### config.mk
export PLATFORM = sky130hd
export DESIGN_NAME = bpc_queue
export DESIGN_NICKNAME = d
export VERILOG_FILES = /design/src/hw/rtl/bpc_pkg.sv /design/src/hw/rtl/bpc_queue.sv
export SDC_FILE = /design/constraint.sdc
export NUM_CORES = 1
export LEC_CHECK = 0
export BUFFER_PORTS_ARGS = -buffer_cell sky130_fd_sc_hd__buf_2
export CORE_ASPECT_RATIO = 1.1
export CORE_MARGIN = 5
export CORE_UTILIZATION = 50
export DETAILED_ROUTE_END_ITERATION = 8
export HOLD_SLACK_MARGIN = 0.08
export PLACE_DENSITY = 0.73
export SLEW_MARGIN = 25
export SYNTH_ARGS = -nofsm -noshare
export SYNTH_HDL_FRONTEND = slang
export SYNTH_SLANG_ARGS = --single-unit
### constraint.sdc
create_clock -name clk -period 6.1 [get_ports clk]
set_input_delay 1.22 -clock clk [delete_from_list [all_inputs] [get_ports clk]]
set_output_delay 1.22 -clock clk [all_outputs]
set_load 0.05 [all_outputs]
### src/hw/rtl/bpc_pkg.sv
// shared types, constants and register codes for the barometric compensation block
`timescale 1ns / 1ps

package bpc_pkg;

	// stream and register widths
	localparam int ADC_W   = 20;
	localparam int IN_W    = 40;
	localparam int OUT_W   = 96;
	localparam int CAL_W   = 48;
	localparam int CIDX_W  = 2;
	localparam int DIV_W   = 64;
	localparam int DEN_W   = 31;

	// default depth of the queue between front and back
	localparam int QUEUE_DEPTH_DEF = 4;

	// configuration register indexes
	localparam logic [CIDX_W-1:0] REG_TEMP_CAL  = 2'd0;
	localparam logic [CIDX_W-1:0] REG_PRESS_A   = 2'd1;
	localparam logic [CIDX_W-1:0] REG_PRESS_B   = 2'd2;
	localparam logic [CIDX_W-1:0] REG_PRESS_C   = 2'd3;

	// unpacked calibration words
	typedef struct packed {
		logic [15:0] t1;
		logic [15:0] t2;
		logic [15:0] t3;
		logic [15:0] p1;
		logic [15:0] p2;
		logic [15:0] p3;
		logic [15:0] p4;
		logic [15:0] p5;
		logic [15:0] p6;
		logic [15:0] p7;
		logic [15:0] p8;
		logic [15:0] p9;
	} calib_t;

	// item handed from front to back
	typedef struct packed {
		logic [31:0]      fine;
		logic [31:0]      tc;
		logic [DIV_W-1:0] num;
		logic [DEN_W-1:0] den;
	} work_t;

	// per-item info carried along the back pipeline
	typedef struct packed {
		logic [31:0] fine;
		logic [31:0] tc;
		logic        neg;
		logic        zero;
	} side_t;

endpackage

### src/hw/rtl/bpc_queue.sv
// small fifo between the front and the back pipelines
`timescale 1ns / 1ps

module bpc_queue #(
	parameter int DEPTH = bpc_pkg::QUEUE_DEPTH_DEF
) (
	input  logic            clk,
	input  logic            arst_n,
	input  logic            push,
	input  bpc_pkg::work_t  push_item,
	output logic            full,
	input  logic            pop,
	output bpc_pkg::work_t  pop_item,
	output logic            empty
);
	import bpc_pkg::*;

	localparam int PW = (DEPTH > 1) ? $clog2(DEPTH) : 1;
	localparam int CW = $clog2(DEPTH + 1);

	work_t         mem_q [DEPTH];
	logic [PW-1:0] wr_ptr_q;
	logic [PW-1:0] rd_ptr_q;
	logic [CW-1:0] cnt_q;

	assign full     = (cnt_q == CW'(DEPTH));
	assign empty    = (cnt_q == '0);
	assign pop_item = mem_q[rd_ptr_q];

	// storage
	always_ff @(posedge clk) begin
		if (push) begin
			mem_q[wr_ptr_q] <= push_item;
		end
	end

	// pointers and fill count
	always_ff @(posedge clk or negedge arst_n) begin
		if (!arst_n) begin
			wr_ptr_q <= '0;
			rd_ptr_q <= '0;
			cnt_q    <= '0;
		end else begin
			if (push) begin
				wr_ptr_q <= (wr_ptr_q == PW'(DEPTH - 1)) ? '0 : wr_ptr_q + 1'b1;
			end
			if (pop) begin
				rd_ptr_q <= (rd_ptr_q == PW'(DEPTH - 1)) ? '0 : rd_ptr_q + 1'b1;
			end
			if (push && !pop) begin
				cnt_q <= cnt_q + 1'b1;
			end else if (pop && !push) begin
				cnt_q <= cnt_q - 1'b1;
			end
		end
	end

endmodule

==> reports/qor.csv <==
stage,metric,value,unit
synth,Post-synth top cells,"636 x edfxtp_1, 159 x mux4_2, 19 x buf_2",
floorplan,die area,51100,µm²
clock_tree,clk root buf,clkbuf_16,
critical_path,WS Path Type,reg -> out,
outcome,run status,completed,
synth,register area share after synthesis,0.826,
layout,Final Net Count,1403,
power_and_ir_drop,Leak,9.32,nW
synth,#FFs+latches synth,643,
placement,dpl ws,2.55,ns
power_and_ir_drop,PwrDens,546,nW/µm²
clock_tree,clk buf depth,3,
clock_tree,worst-skew pair later-pin latency,0.60,ns
floorplan,I/O pin count,324,
routing,1st-pass router iterations,4,
critical_path,worst-path fanout max,41,
timing,Max Clock Freq,244,MHz
timing,final worst slack,2.01,ns
clock_tree,post-CTS sizing,0,
global_routing,initial antenna violation count,14,
synth,number of synthesized flops with an enable pin,636,
critical_path,CP startpoint kind,flip-flop,
routing,Final ANT Viol Nets,0,
placement,routability cong.,0.720,
timing,Finish-stage setup viols,0,
timing,Max-slew headroom,0.449,
synth,Cell variety after synth,18,
timing,final worst-path cycle share,0.671,
timing,final setup TNS,0,ns
synth,Synth area leader,edfxtp_1,
min_path,Worst Hold Class,in -> async,
floorplan,die width,216,µm
routing,DR vias,10300,
clock_tree,TritonCTS clock tree,done,
critical_path,Reg2Reg Depth,4,
synth,largest family of logic cells by synthesized area,multiplexers,
clock_tree,TritonCTS Sinks,643,
routing,drt total wl,43600,µm
floorplan,site row count,83,
power_and_ir_drop,peak supply drop,0.426,mV
flow_run,MaxCap Viol Count,0,
global_routing,vias in the first global route,11000,
power_and_ir_drop,Final Total Pwr,15.0,mW
global_routing,largest net degree at the start of global routing,84,
layout,Area Growth Syn to Fin,18.0,%
clock_tree,# H-tree levels,2,
layout,fraction of layout cells with a size suffix above 1,0.457,
layout,FILL cells,3254,
timing,Tmin final,4.09,ns
timing,RSZ-0062 raised after global routing,false,
synth,Ys Warns,0,
synth,ys async rst share,0.0109,
clock_tree,Inserted Clock Buffers,61,
floorplan,initial core utilization,0.503,
routing,Avg WL per Cell,23.2,µm
clock_tree,"Clk pin slew, worst setup/hold paths",0.06,ns
floorplan,CORE AREA,46400,µm²
clock_tree,hold_buf cts,0,
critical_path,r2r endpoint,mem_q[1][112]$_DFFE_PP_,
clock_tree,Post-CTS Setup Bufs,0,
synth,Syn Area/Cell,26.9,µm²
routing,DR DRC count,0,
synth,area share of xor/xnor cells in the synthesized design,0.00113,
timing,max-slew violations,0,
global_routing,first-pass GRT wire length,66600,µm
critical_path,data arrival time at the worst-slack endpoint,2.87,ns
synth,Synth area leaders,"edfxtp_1 82%, mux4_2 15%, dfrtp_1 0.75%",
synth,simple-gate share of the synthesized area,0.00241,
synth,post-synthesis net count,1038,
placement,DP HPWL,26500,µm
layout,Final Non-Filler Cells,1881,
synth,mux cell area share after synthesis,0.155,
synth,ys flop type,edfxtp_1,
critical_path,FF-to-FF setup slack,3.78,ns
placement,port buffer count,323,
synth,Yosys top cell area share,0.819,
placement,Placed Cells,1765,
timing,Fin. Hold Viols,0,
timing,Layout Skew,0.0171,ns
routing,vias per cell,5.48,
synth,most frequent cell after synthesis,edfxtp_1,
critical_path,Crit. End Element,output pin,
synth,Gate Count Post-Synth,868,
synth,adder-cell share of the synthesized area,0.00408,
global_routing,grt ovf,0,
routing,Initial DRC Count,901,
floorplan,die height,237,µm
critical_path,Required @ worst endpoint,4.88,ns
timing,worst-margin pin slew,0.826,ns
synth,Mapped Area,23300,µm²
synth,compound-cell area share of the yosys netlist,0.000429,
global_routing,Total GRT Usage,0.170,
critical_path,Reg-to-Reg Start,wr_ptr_q[1]$_DFFE_PN0P_,
-- per-stage QoR --
stage	hold slack [ns]	instance area [µm²]	util
CTS	0.414	27500	0.593
finish	0.462	27500	0.593
global route	0.431	27500	0.593
floorplan	0.456	23300	-
detailed placement	0.494	25700	0.553
global placement	0.473	25700	0.553
-- routing by layer --
metal / GRT usage / vias to the layer above / wire (µm)
met5: 0 / - / 86
met4: 0.0418 / 16 / 733
met3: 0.0593 / 63 / 3770
met2: 0.275 / 338 / 22000
met1: 0.228 / 5366 / 17100
li1: - / 4519 / -
-- cell families after synthesis --
kind of cell | after synthesis
simple gates | 11
compound gates | 2
mux | 162
xor+xnor | 3
fa+ha+maj | 7
flops | 643
buf+inv | 40
-- placed cells by master, fill, tap and decap left out, drive strengths merged --
cell,instances
and2,4
buf,338
bufinv,4
clkbuf,71
clkinv,30
clkinvlp,4
dfrtp,7
diode,7
edfxtp,636
fa,1
ha,6
inv,4
mux2,3
mux4,159
nand2,2
nor2,3
nor3,1
nor3b,1
o21ai,2
xnor2,1
xor2,2
-- layout make-up --
cell class                 count  area, µm²  area share
tap                          595        744      0.0270
inverter                       4       15.0    0.000545
clock inverter                38        290      0.0105
timing repair buffer         338       1820      0.0660
clock buffer                  71       1560      0.0568
antenna                        7       17.5    0.000636
multi-input combinational    185       3810       0.138
sequential                   643      19300       0.700
-- worst max-delay path by stage --
stage,startpoint,endpoint,slack [ns],cells after the start
6_report,rd_ptr_q[0]$_DFFE_PN0P_,pop_item[80],2.01,3
5_1_grt,rd_ptr_q[0]$_DFFE_PN0P_,pop_item[81],1.75,3
4_1_cts,rd_ptr_q[0]$_DFFE_PN0P_,pop_item[112],1.88,3
3_5_place_dp,rd_ptr_q[0]$_DFFE_PN0P_,pop_item[75],2.55,3
3_3_place_gp,rd_ptr_q[0]$_DFFE_PN0P_,pop_item[84],2.54,3
2_1_floorplan,push,mem_q[2][0]$_DFFE_PP_,0.72,1
-- critical path, stage by stage (launching register included) --
cell and delay [ns]:
dfrtp_4 0.96, buf_4 0.47, mux4_2 0.58, buf_2 0.23
-- flip-flops by register name, summed over array words and instances, names as in the netlist --
signal and cells:
cnt_q 3, mem_q 636, rd_ptr_q 2, wr_ptr_q 2
-- where the power goes --
part           internal (mW)  total (mW)  switching [mW]  leakage, nW
clock                   1.99        3.48            1.49        0.894
sequential              5.66        5.95           0.286         5.92
combinational           1.66        5.60            3.94         2.50
total                   9.31        15.0            5.72         9.32
Power figures use the tool's default switching activity.
